### src/rtl/core/char_lcd_bus_sequencer_macros.svh
// Assertion macros used by the sequencer back end.
`ifndef CHAR_LCD_BUS_SEQUENCER_MACROS_SVH
`define CHAR_LCD_BUS_SEQUENCER_MACROS_SVH

// Same-cycle implication, checked out of reset.
`define CLBS_ASSERT_NOW(label, ante, cons, msg) \
  label: assert property (@(posedge clk) disable iff (rst) (ante) |-> (cons)) \
    else $error(msg);

// Next-cycle implication, checked out of reset.
`define CLBS_ASSERT_NEXT(label, ante, cons, msg) \
  label: assert property (@(posedge clk) disable iff (rst) (ante) |=> (cons)) \
    else $error(msg);

`endif

### src/rtl/core/clbs_pkg.sv
// Types, constants and tables of the character LCD bus sequencer.
package clbs_pkg;

  localparam int LINE_LENGTH = 40;
  localparam int QUEUE_DEPTH = 4;

  localparam int CFG_INDEX_W = 2;
  localparam int HOLD_W      = 15;

  localparam logic [CFG_INDEX_W-1:0] REG_FOUR_BIT_BUS = 2'd0;
  localparam logic [CFG_INDEX_W-1:0] REG_UPPER_LANE   = 2'd1;

  localparam logic [HOLD_W-1:0] HOLD_STROBE  = 15'd1;
  localparam logic [HOLD_W-1:0] HOLD_NIBBLE  = 15'd100;
  localparam logic [HOLD_W-1:0] HOLD_CMD     = 15'd10000;
  localparam logic [HOLD_W-1:0] HOLD_DATA    = 15'd100;
  localparam logic [HOLD_W-1:0] HOLD_CLEAR   = 15'd12000;
  localparam logic [HOLD_W-1:0] HOLD_POWERUP = 15'd20000;

  localparam logic [7:0] ROW1_BASE = 8'h80;
  localparam logic [7:0] ROW2_BASE = 8'hC0;

  typedef enum logic [1:0] {
    KIND_COMMAND = 2'd0,
    KIND_DATA    = 2'd1,
    KIND_INIT    = 2'd2,
    KIND_CURSOR  = 2'd3
  } kind_t;

  typedef struct packed {
    kind_t      kind;
    logic [7:0] byte_value;
    logic [1:0] cursor_row;
    logic [5:0] cursor_column;
  } request_t;

  typedef struct packed {
    logic [7:0]        bus_pins;
    logic              register_select;
    logic              enable_pin;
    logic [HOLD_W-1:0] hold_us;
    logic              last_state;
  } pin_state_t;

  typedef enum logic {
    OP_POWERUP = 1'b0,
    OP_BYTE    = 1'b1
  } op_kind_t;

  typedef enum logic [1:0] {
    TAIL_CMD   = 2'd0,
    TAIL_DATA  = 2'd1,
    TAIL_CLEAR = 2'd2
  } tail_t;

  // One queued transfer: a power-up wait or one byte on the bus.
  typedef struct packed {
    op_kind_t   op_kind;
    logic [7:0] byte_value;
    logic       register_select;
    tail_t      tail;
    logic       last;
  } op_t;

  typedef struct packed {
    logic four_bit_bus;
    logic upper_nibble_lane;
  } cfg_t;

  function automatic logic [HOLD_W-1:0] tail_hold(tail_t tail);
    logic [HOLD_W-1:0] hold;
    unique case (tail)
      TAIL_DATA:  hold = HOLD_DATA;
      TAIL_CLEAR: hold = HOLD_CLEAR;
      default:    hold = HOLD_CMD;
    endcase
    return hold;
  endfunction

  // Command bytes of the init sequence, step 1 onward.
  function automatic logic [7:0] init_byte(logic [2:0] step, logic four);
    logic [7:0] b;
    if (four) begin
      unique case (step)
        3'd1:    b = 8'h33;
        3'd2:    b = 8'h32;
        3'd3:    b = 8'h28;
        3'd4:    b = 8'h0E;
        3'd5:    b = 8'h01;
        default: b = 8'h06;
      endcase
    end else begin
      unique case (step)
        3'd1:    b = 8'h38;
        3'd2:    b = 8'h0E;
        3'd3:    b = 8'h01;
        default: b = 8'h06;
      endcase
    end
    return b;
  endfunction

  function automatic logic [2:0] init_last_step(logic four);
    return four ? 3'd6 : 3'd4;
  endfunction

  function automatic logic [7:0] place_nibble(logic [3:0] nib, logic upper);
    return upper ? {nib, 4'h0} : {4'h0, nib};
  endfunction

endpackage

### src/rtl/core/clbs_front.sv
// Front end: accepts requests and turns them into queued bus transfers.
module clbs_front #(
  parameter int LINE_LENGTH = clbs_pkg::LINE_LENGTH
) (
  input  logic              clk,
  input  logic              rst,
  input  logic              push,
  output logic              full,
  input  clbs_pkg::request_t request,
  input  clbs_pkg::cfg_t    cfg,
  input  logic              q_full,
  output logic              q_push,
  output clbs_pkg::op_t     q_op
);

  localparam logic [5:0] COL_MAX = 6'(LINE_LENGTH);

  logic       busy, busy_next;
  logic [2:0] step, step_next;
  logic [5:0] col_sat;
  logic [7:0] cursor_byte;
  logic [7:0] step_byte;

  always_comb begin
    if (request.cursor_column == 6'd0) begin
      col_sat = 6'd1;
    end else if (request.cursor_column > COL_MAX) begin
      col_sat = COL_MAX;
    end else begin
      col_sat = request.cursor_column;
    end
    cursor_byte = ((request.cursor_row >= 2'd2) ? clbs_pkg::ROW2_BASE : clbs_pkg::ROW1_BASE)
                  + {2'b00, col_sat} - 8'd1;
    step_byte = clbs_pkg::init_byte(step, cfg.four_bit_bus);
  end

  assign full = busy | q_full;

  always_comb begin
    busy_next = busy;
    step_next = step;
    q_push    = 1'b0;
    q_op      = '{op_kind: clbs_pkg::OP_BYTE, byte_value: request.byte_value,
                  register_select: 1'b0, tail: clbs_pkg::TAIL_CMD, last: 1'b1};
    if (busy) begin
      // walk the init command list, one transfer per free queue slot
      q_op.byte_value = step_byte;
      q_op.last       = (step == clbs_pkg::init_last_step(cfg.four_bit_bus));
      if (step_byte == 8'h01) begin
        q_op.tail = clbs_pkg::TAIL_CLEAR;
      end
      if (!q_full) begin
        q_push = 1'b1;
        if (q_op.last) begin
          busy_next = 1'b0;
        end else begin
          step_next = step + 3'd1;
        end
      end
    end else begin
      q_push = push && !q_full;
      unique case (request.kind)
        clbs_pkg::KIND_DATA: begin
          q_op.register_select = 1'b1;
          q_op.tail            = clbs_pkg::TAIL_DATA;
        end
        clbs_pkg::KIND_INIT: begin
          q_op.op_kind = clbs_pkg::OP_POWERUP;
          q_op.last    = 1'b0;
          if (q_push) begin
            busy_next = 1'b1;
            step_next = 3'd1;
          end
        end
        clbs_pkg::KIND_CURSOR: q_op.byte_value = cursor_byte;
        default: ;
      endcase
    end
  end

  always_ff @(posedge clk) begin
    if (rst) begin
      busy <= 1'b0;
      step <= 3'd0;
    end else begin
      busy <= busy_next;
      step <= step_next;
    end
  end

endmodule

### src/rtl/core/clbs_queue.sv
// Short transfer queue between the front end and the bus driver.
module clbs_queue #(
  parameter int DEPTH = clbs_pkg::QUEUE_DEPTH
) (
  input  logic          clk,
  input  logic          rst,
  input  logic          push,
  input  clbs_pkg::op_t push_op,
  output logic          q_full,
  output logic          q_empty,
  input  logic          pop,
  output clbs_pkg::op_t head
);

  localparam int PTR_W = (DEPTH > 1) ? $clog2(DEPTH) : 1;
  localparam int CNT_W = $clog2(DEPTH + 1);
  localparam logic [PTR_W-1:0] PTR_LAST = PTR_W'(DEPTH - 1);
  localparam logic [CNT_W-1:0] CNT_FULL = CNT_W'(DEPTH);

  clbs_pkg::op_t    slots [DEPTH];
  logic [PTR_W-1:0] wr_ptr, rd_ptr;
  logic [CNT_W-1:0] count;
  logic             do_push, do_pop;

  assign q_full  = (count == CNT_FULL);
  assign q_empty = (count == '0);
  assign do_push = push && !q_full;
  assign do_pop  = pop && !q_empty;
  assign head    = slots[rd_ptr];

  always_ff @(posedge clk) begin
    if (do_push) begin
      slots[wr_ptr] <= push_op;
    end
  end

  always_ff @(posedge clk) begin
    if (rst) begin
      wr_ptr <= '0;
      rd_ptr <= '0;
      count  <= '0;
    end else begin
      if (do_push) begin
        wr_ptr <= (wr_ptr == PTR_LAST) ? '0 : wr_ptr + 1'b1;
      end
      if (do_pop) begin
        rd_ptr <= (rd_ptr == PTR_LAST) ? '0 : rd_ptr + 1'b1;
      end
      if (do_push && !do_pop) begin
        count <= count + 1'b1;
      end else if (do_pop && !do_push) begin
        count <= count - 1'b1;
      end
    end
  end

endmodule

### src/rtl/core/clbs_back.sv
// Back end: expands queued transfers into pin states, one per cycle while pop keeps up.
`include "char_lcd_bus_sequencer_macros.svh"

module clbs_back (
  input  logic                 clk,
  input  logic                 rst,
  input  clbs_pkg::cfg_t       cfg,
  input  logic                 q_empty,
  input  clbs_pkg::op_t        op,
  output logic                 q_pop,
  output logic                 empty,
  input  logic                 pop,
  output clbs_pkg::pin_state_t pin_state
);

  logic [1:0]           phase, phase_next;
  logic [1:0]           last_phase;
  logic                 advance;
  logic                 out_valid;
  logic [7:0]           hi_bus, lo_bus;
  clbs_pkg::pin_state_t state_next;

  assign hi_bus  = clbs_pkg::place_nibble(op.byte_value[7:4], cfg.upper_nibble_lane);
  assign lo_bus  = clbs_pkg::place_nibble(op.byte_value[3:0], cfg.upper_nibble_lane);
  assign advance = !q_empty && (!out_valid || pop);
  assign empty   = !out_valid;

  always_comb begin
    if (op.op_kind == clbs_pkg::OP_POWERUP) begin
      last_phase = 2'd0;
    end else begin
      last_phase = cfg.four_bit_bus ? 2'd3 : 2'd1;
    end
    q_pop      = advance && (phase == last_phase);
    phase_next = phase;
    if (advance) begin
      phase_next = q_pop ? 2'd0 : phase + 2'd1;
    end

    state_next = '{bus_pins: op.byte_value, register_select: op.register_select,
                   enable_pin: 1'b1, hold_us: clbs_pkg::HOLD_STROBE,
                   last_state: 1'b0};
    if (op.op_kind == clbs_pkg::OP_POWERUP) begin
      state_next.bus_pins   = 8'h00;
      state_next.enable_pin = 1'b0;
      state_next.hold_us    = clbs_pkg::HOLD_POWERUP;
    end else if (cfg.four_bit_bus) begin
      unique case (phase)
        2'd0: state_next.bus_pins = hi_bus;
        2'd1: begin
          state_next.bus_pins   = hi_bus;
          state_next.enable_pin = 1'b0;
          state_next.hold_us    = clbs_pkg::HOLD_NIBBLE;
        end
        2'd2: state_next.bus_pins = lo_bus;
        default: begin
          state_next.bus_pins   = lo_bus;
          state_next.enable_pin = 1'b0;
          state_next.hold_us    = clbs_pkg::tail_hold(op.tail);
        end
      endcase
    end else if (phase != 2'd0) begin
      state_next.enable_pin = 1'b0;
      state_next.hold_us    = clbs_pkg::tail_hold(op.tail);
    end
    state_next.last_state = op.last && (phase == last_phase);
  end

  always_ff @(posedge clk) begin
    if (advance) begin
      pin_state <= state_next;
    end
  end

  always_ff @(posedge clk) begin
    if (rst) begin
      phase     <= 2'd0;
      out_valid <= 1'b0;
    end else begin
      phase <= phase_next;
      if (advance) begin
        out_valid <= 1'b1;
      end else if (pop) begin
        out_valid <= 1'b0;
      end
    end
  end

  // a transfer in progress stays at the queue head until its last state
  `CLBS_ASSERT_NOW(a_phase_holds_op, phase != 2'd0, !q_empty, "transfer lost mid-expansion")
  `CLBS_ASSERT_NOW(a_nibble_phase_byte, phase > 2'd1, op.op_kind == clbs_pkg::OP_BYTE, "power-up op past first phase")
  `CLBS_ASSERT_NOW(a_strobe_not_last, out_valid && pin_state.enable_pin, !pin_state.last_state, "request ended on a strobe")
  `CLBS_ASSERT_NEXT(a_pop_clears_phase, q_pop, phase == 2'd0, "phase not reset after pop")

endmodule

### src/rtl/core/char_lcd_bus_sequencer.sv
// Top level of the character LCD bus sequencer.
// Usage:
//   Requests enter on push/full with the request struct: command byte, data
//   byte, cursor move or the display init sequence. A request is taken at an
//   edge with push high and full low.
//   Pin states leave on empty/pop: while empty is low, pin_state holds the
//   oldest state (bus, RS, enable, hold time in us, last-state mark); pop
//   high takes it.
//   cfg_valid/cfg_ready/cfg_index/cfg_data write the bus width (index 0) and
//   the nibble lane (index 1); other indexes are ignored. Write only when idle.
// Timing:
//   The first pin state reaches pin_state via the transfer queue and the pin_state
//   register. While pop keeps up, the driver emits one pin state per cycle: a
//   byte is 4 pin states on a 4-bit bus and 2 on an 8-bit bus, the init request
//   25 or 9; the front end holds full high while it queues the init commands.
//   Requests keep being taken while states wait, until the transfer queue
//   fills; a stalled receiver holds the current state and backs up the queue.
// Reset: both channels empty, 4-bit bus on the upper lane selected.
module char_lcd_bus_sequencer #(
  parameter int LINE_LENGTH = clbs_pkg::LINE_LENGTH,
  parameter int QUEUE_DEPTH = clbs_pkg::QUEUE_DEPTH
) (
  input  logic                             clk,
  input  logic                             rst,
  input  logic                             push,
  output logic                             full,
  input  clbs_pkg::request_t               request,
  output logic                             empty,
  input  logic                             pop,
  output clbs_pkg::pin_state_t             pin_state,
  input  logic                             cfg_valid,
  output logic                             cfg_ready,
  input  logic [clbs_pkg::CFG_INDEX_W-1:0] cfg_index,
  input  logic                             cfg_data
);

  clbs_pkg::cfg_t cfg;
  clbs_pkg::op_t  push_op, head_op;
  logic           q_push, q_pop, q_full, q_empty;

  assign cfg_ready = 1'b1;

  always_ff @(posedge clk) begin
    if (rst) begin
      cfg.four_bit_bus      <= 1'b1;
      cfg.upper_nibble_lane <= 1'b1;
    end else if (cfg_valid && cfg_ready) begin
      unique case (cfg_index)
        clbs_pkg::REG_FOUR_BIT_BUS: cfg.four_bit_bus      <= cfg_data;
        clbs_pkg::REG_UPPER_LANE:   cfg.upper_nibble_lane <= cfg_data;
        default: ;
      endcase
    end
  end

  clbs_front #(
    .LINE_LENGTH(LINE_LENGTH)
  ) u_front (
    .clk     (clk),
    .rst     (rst),
    .push    (push),
    .full    (full),
    .request (request),
    .cfg     (cfg),
    .q_full  (q_full),
    .q_push  (q_push),
    .q_op    (push_op)
  );

  clbs_queue #(
    .DEPTH(QUEUE_DEPTH)
  ) u_queue (
    .clk     (clk),
    .rst     (rst),
    .push    (q_push),
    .push_op (push_op),
    .q_full  (q_full),
    .q_empty (q_empty),
    .pop     (q_pop),
    .head    (head_op)
  );

  clbs_back u_back (
    .clk       (clk),
    .rst       (rst),
    .cfg       (cfg),
    .q_empty   (q_empty),
    .op        (head_op),
    .q_pop     (q_pop),
    .empty     (empty),
    .pop       (pop),
    .pin_state (pin_state)
  );

endmodule

### config.mk
export PLATFORM = sky130hd
export DESIGN_NAME = char_lcd_bus_sequencer
export DESIGN_NICKNAME = d
export VERILOG_FILES = /design/src/rtl/core/clbs_pkg.sv /design/src/rtl/core/clbs_front.sv /design/src/rtl/core/clbs_queue.sv /design/src/rtl/core/clbs_back.sv /design/src/rtl/core/char_lcd_bus_sequencer.sv
export VERILOG_INCLUDE_DIRS = /design/src /design/src/rtl/core
export SDC_FILE = /design/constraint.sdc
export NUM_CORES = 1
export LEC_CHECK = 0
export ABC_AREA = 1
export BUFFER_PORTS_ARGS = -buffer_cell sky130_fd_sc_hd__buf_2
export CAP_MARGIN = 20
export CORE_MARGIN = 3
export CORE_UTILIZATION = 58
export CTS_CLUSTER_DIAMETER = 120
export DETAILED_ROUTE_END_ITERATION = 10
export HOLD_SLACK_MARGIN = 0.06
export MAX_ROUTING_LAYER = met4
export PLACE_DENSITY = 0.82
export SLEW_MARGIN = 30
export SYNTH_ARGS = -nofsm -noshare
export SYNTH_HDL_FRONTEND = slang
export SYNTH_SLANG_ARGS = --single-unit
### constraint.sdc
create_clock -name clk -period 3.7 [get_ports clk]
set_input_delay 0.555 -clock clk [delete_from_list [all_inputs] [get_ports clk]]
set_output_delay 0.555 -clock clk [all_outputs]
set_load 0.1 [all_outputs]
==> impl_metrics.py <==
metrics = {
    "status": {
        "outcome": "completed",
    },
    "synth": {
        "avgSynthCellArea_um2": 9.549,
        "post-synth-top-area-cell": "sky130_fd_sc_hd__edfxtp_1",
        "synth-compound-area-share": 0.1246,
        "yosys_warnings": 0,
        "synthTopCellsByArea": "sky130_fd_sc_hd__edfxtp_1, sky130_fd_sc_hd__dfxtp_1, sky130_fd_sc_hd__nand2_1, sky130_fd_sc_hd__ha_1, sky130_fd_sc_hd__nor2_1",
        "yosysTopAreaCellShare": 0.4773,
        "synth.cells.most_frequent": "sky130_fd_sc_hd__nand2_1, sky130_fd_sc_hd__edfxtp_1, sky130_fd_sc_hd__nor2_1",
        "netlist_area_mm2": 0.004278,
        "yosysMostFrequentCell": "sky130_fd_sc_hd__nand2_1",
        "synth_edf_count": 68,
        "synth_simple_gate_area_share": 0.1705,
        "synthAdderAreaFrac": 0.05733,
        "synth_seq_cells": 86,
        "sequential_share_of_the_synthesized_area": 0.5616,
        "post_synth_num_cell_types": 40,
        "syn-instance-count": 448,
        "area_share_of_xor_xnor_cells_in_the_synthesized_design": 0.004095,
        "flip_flop_cell_with_the_highest_count_after_synthesis": "sky130_fd_sc_hd__edfxtp_1",
        "largest_family_of_logic_cells_by_synthesized_area": "simple AND/OR/NAND/NOR gates",
        "muxShareOfSynthArea": 0.002340,
        "async_reset_ff_frac": 0,
    },
    "floorplanning": {
        "initial_utilization": 0.6127,
        "total_die_area_mm2": 0.008442,
        "die_h_um": 91.88,
        "chipWidth_um": 91.88,
        "num_io_pins": 55,
        "core.rowCount": 30,
        "floorplan.core_area_mm2": 0.006982,
    },
    "setup_path": {
        "rrSetupSlack_ps": 790,
        "timing.critical_path.from_type": "register",
        "worstSetupEndpointType": "register",
        "critical_path.max_stage_delay_ps": 590,
        "crit_slowest_cell": "sky130_fd_sc_hd__dfxtp_1",
        "criticalPathCategory": "reg -> reg",
        "r2r.worst_path.cells": 13,
        "worstPathMaxFanout": 15,
        "critPathBufInv": 3,
        "crit_path_cell_trace": "inv_1 -> nand3_1 -> nand2_2 -> inv_2 -> nand2_1 -> nand3_2 -> ha_1 -> inv_1 -> fa_1 -> a21oi_1 -> o21ai_0 -> o21ai_0 -> a21oi_1",
        "worst-endpoint-required_ps": 3940,
        "critical_path_cell_count": 13,
        "worst_r2r_endpoint": "u_queue.count[2]",
        "timing.critical_path.max_delay_family": "simple AND/OR/NAND/NOR gates",
        "crit_arrival_ps": 3140,
    },
    "run": {
        "maxCapViolations": 0,
    },
    "sta": {
        "fin_hold_ws_ps": 484.0,
        "rsz0062_at_grt": "false",
        "finalWorstSetupSlack_ps": 795.0,
        "timing_hold_violations_final": 0,
        "fin_worst_skew_ps": 12.75,
        "total_count_of_max_transition_violations_in_the_final_report": 0,
        "finalCritPeriodShare": 0.7851,
        "tightest_slew_ps": 740.3,
        "final.setup.tns_ps": 0,
        "report.final.setup_viol": 0,
        "period_needed_ps": 2905,
        "clock.fmax_mhz": 344.2,
        "slew_headroom": 0.5059,
    },
    "place": {
        "place_worst_setup_slack_ps": 883.4,
        "place_congestion": 0.8580,
        "dpl_cell_area_mm2": 0.004548,
        "place_hpwl_mm": 5.701,
        "buffer_ports.inserted": 49,
        "placed_cells": 578,
    },
    "min_path": {
        "hold_crit_path_type": "in -> reg",
        "whs_endpoint": "cfg[0]",
        "hold_path_startpoint": "cfg_data",
        "worstHoldPathCells": 3,
    },
    "detailed_routing": {
        "detail_routed_net_length_per_standard_cell_um": 13.95,
        "antenna_violating_nets_post_route": 0,
        "detailroute.via_count": 3230,
        "detailedRoute.firstIterationViolations": 288,
        "route.detailed.drc": 0,
        "drt-total-wl_mm": 8.284,
        "routed_via_density": 5.438,
        "pre_antenna_drt_iters": 5,
    },
    "clocking": {
        "cts-resized-gates": 0,
        "clk-insertion-delay-late_ps": 350,
        "cts.htree.levels": 3,
        "total_cts_buffers": 9,
        "cts_buffer_depth": 2,
        "root_buffer": "sky130_fd_sc_hd__clkbuf_8",
        "clkTransAtPathRegs_ps": 90,
        "post_cts_buffers": 0,
        "cts_tree": "done",
        "post_cts_hold_buffer_count": 0,
        "cts_num_sinks": 86,
    },
    "global_route": {
        "first_global_vias": 2989,
        "grt_antenna_before_repair": 0,
        "grt_util_all_layers": 0.2089,
        "grt_start_max_net_pins": 26,
        "grt_overflow_total": 0,
        "grt_first_pass_wirelength_mm": 13.39,
    },
    "power": {
        "maximum_vdd_ir_drop_mv": 0.3610,
        "cellPowerDensity_mw_per_mm2": 917.5,
        "p_sw_frac": 0.5097,
        "internal_power_mw": 2.143,
        "power.leakage_nw": 1.995,
        "power_frac_comb": 0.501,
        "clockPowerShare": 0.158,
        "power.share.sequential": 0.341,
        "power_total_mw": 4.370,
        "netSwitchingPower_mw": 2.228,
    },
    "layout": {
        "layoutNonFillerInstCount": 594,
        "fillCellCount": 536,
        "final_cell_area_mm2": 0.004763,
        "final_core_utilization": 0.6823,
        "diode_count": 0,
        "layout_area_overhead_pct": 11.35,
        "post_route_cells_drive_above_1_share": 0.1847,
        "nNetsFinal": 538,
    },
}
==> power by group through the flow <==
stage	registers [mW]	logic [mW]	clock network [mW]
final	1.49	2.19	0.689
after global routing	1.52	2.35	0.740
after CTS	1.49	2.18	0.701
after detailed placement	1.51	2.17	0
after global placement	1.50	2.11	0
after floorplan	2.30	1.07	0
==> how the worst max path moves through the flow <==
stage                                   to              from  slack [ps]
after global routing      u_queue.count[2]          register         550
after global placement    u_queue.count[2]          register         980
after detailed placement  u_queue.count[2]          register         880
final                     u_queue.count[2]          register         790
after CTS                 u_queue.count[2]          register         840
after floorplan           u_queue.count[1]  u_back.out_valid         170
==> cells in the final DEF, fill, tap and decap left out, types with 2 or more instances in the layout <==
cell | Yosys | layout
sky130_fd_sc_hd__edfxtp_1 | 68 | 68
sky130_fd_sc_hd__a21oi_2 | 1 | 2
sky130_fd_sc_hd__a31oi_1 | 2 | 2
sky130_fd_sc_hd__a211oi_1 | 2 | 2
sky130_fd_sc_hd__buf_4 | 9 | 3
sky130_fd_sc_hd__o22ai_2 | 4 | 4
sky130_fd_sc_hd__clkbuf_8 | 0 | 9
sky130_fd_sc_hd__nand4_1 | 4 | 4
sky130_fd_sc_hd__a32oi_1 | 2 | 2
sky130_fd_sc_hd__buf_2 | 4 | 49
sky130_fd_sc_hd__a21oi_1 | 34 | 33
sky130_fd_sc_hd__clkinv_2 | 0 | 2
sky130_fd_sc_hd__nor2_1 | 48 | 45
sky130_fd_sc_hd__dfxtp_1 | 18 | 18
sky130_fd_sc_hd__inv_1 | 46 | 46
sky130_fd_sc_hd__or2_2 | 3 | 3
sky130_fd_sc_hd__nand3b_1 | 2 | 2
sky130_fd_sc_hd__conb_1 | 2 | 4
sky130_fd_sc_hd__o21ai_1 | 15 | 15
sky130_fd_sc_hd__o21ai_0 | 29 | 29
sky130_fd_sc_hd__inv_6 | 1 | 3
sky130_fd_sc_hd__nand3_1 | 22 | 22
sky130_fd_sc_hd__nand2_2 | 3 | 3
sky130_fd_sc_hd__ha_1 | 18 | 18
sky130_fd_sc_hd__nor2_2 | 2 | 5
sky130_fd_sc_hd__nor3_1 | 2 | 2
sky130_fd_sc_hd__nand2_1 | 85 | 85
sky130_fd_sc_hd__inv_2 | 3 | 3
==> layer usage <==
metal  wire length, µm  global-route usage  vias to the layer above  share of wire
met2              4100              0.3455                      106           0.49
met3               552             0.05250                       14          0.067
met1              3494              0.2366                     1511           0.42
met5                 0                   -                        -              0
li1                  -                   -                     1599              -
met4               138              0.1040                        0          0.017
==> worst min-delay path, delay by kind of cell <==
| kind | cells | cell delay, ps |
|---|---|---|
| AOI/OAI and AO/OA | 1 | 80 |
| buffers and inverters | 2 | 150 |
==> kinds of logic after synthesis <==
kind of cell / count (synthesis)
AO/OA/AOI/OAI: 94
XOR/XNOR: 2
adder cells (fa/ha/maj): 19
buffers and inverters: 71
flip-flops: 86
multiplexers: 1
other: 2
AND/OR/NAND/NOR: 173
==> cell type report <==
| class | instances | area, µm² | share of cell area |
|---|---|---|---|
| inverters | 51 | 196.4 | 0.04124 |
| clock buffers | 10 | 148.9 | 0.03126 |
| clock inverters | 6 | 66.31 | 0.01392 |
| well taps | 96 | 120.1 | 0.02522 |
| flip-flops and latches | 86 | 2402 | 0.5043 |
| repair buffers | 52 | 267.8 | 0.05621 |
| multi-input cells | 293 | 1562 | 0.3278 |
==> sequential cells by signal, indices dropped and copies added (netlist names), named ones only <==
name,cells
cfg,2
u_back.out_valid,1
u_back.phase,2
u_back.pin_state,20
u_front.busy,1
u_front.step,3
u_queue.count,3
u_queue.rd_ptr,2
u_queue.slots,48
u_queue.wr_ptr,2
Note: power is estimated with default switching activity, not from simulation.
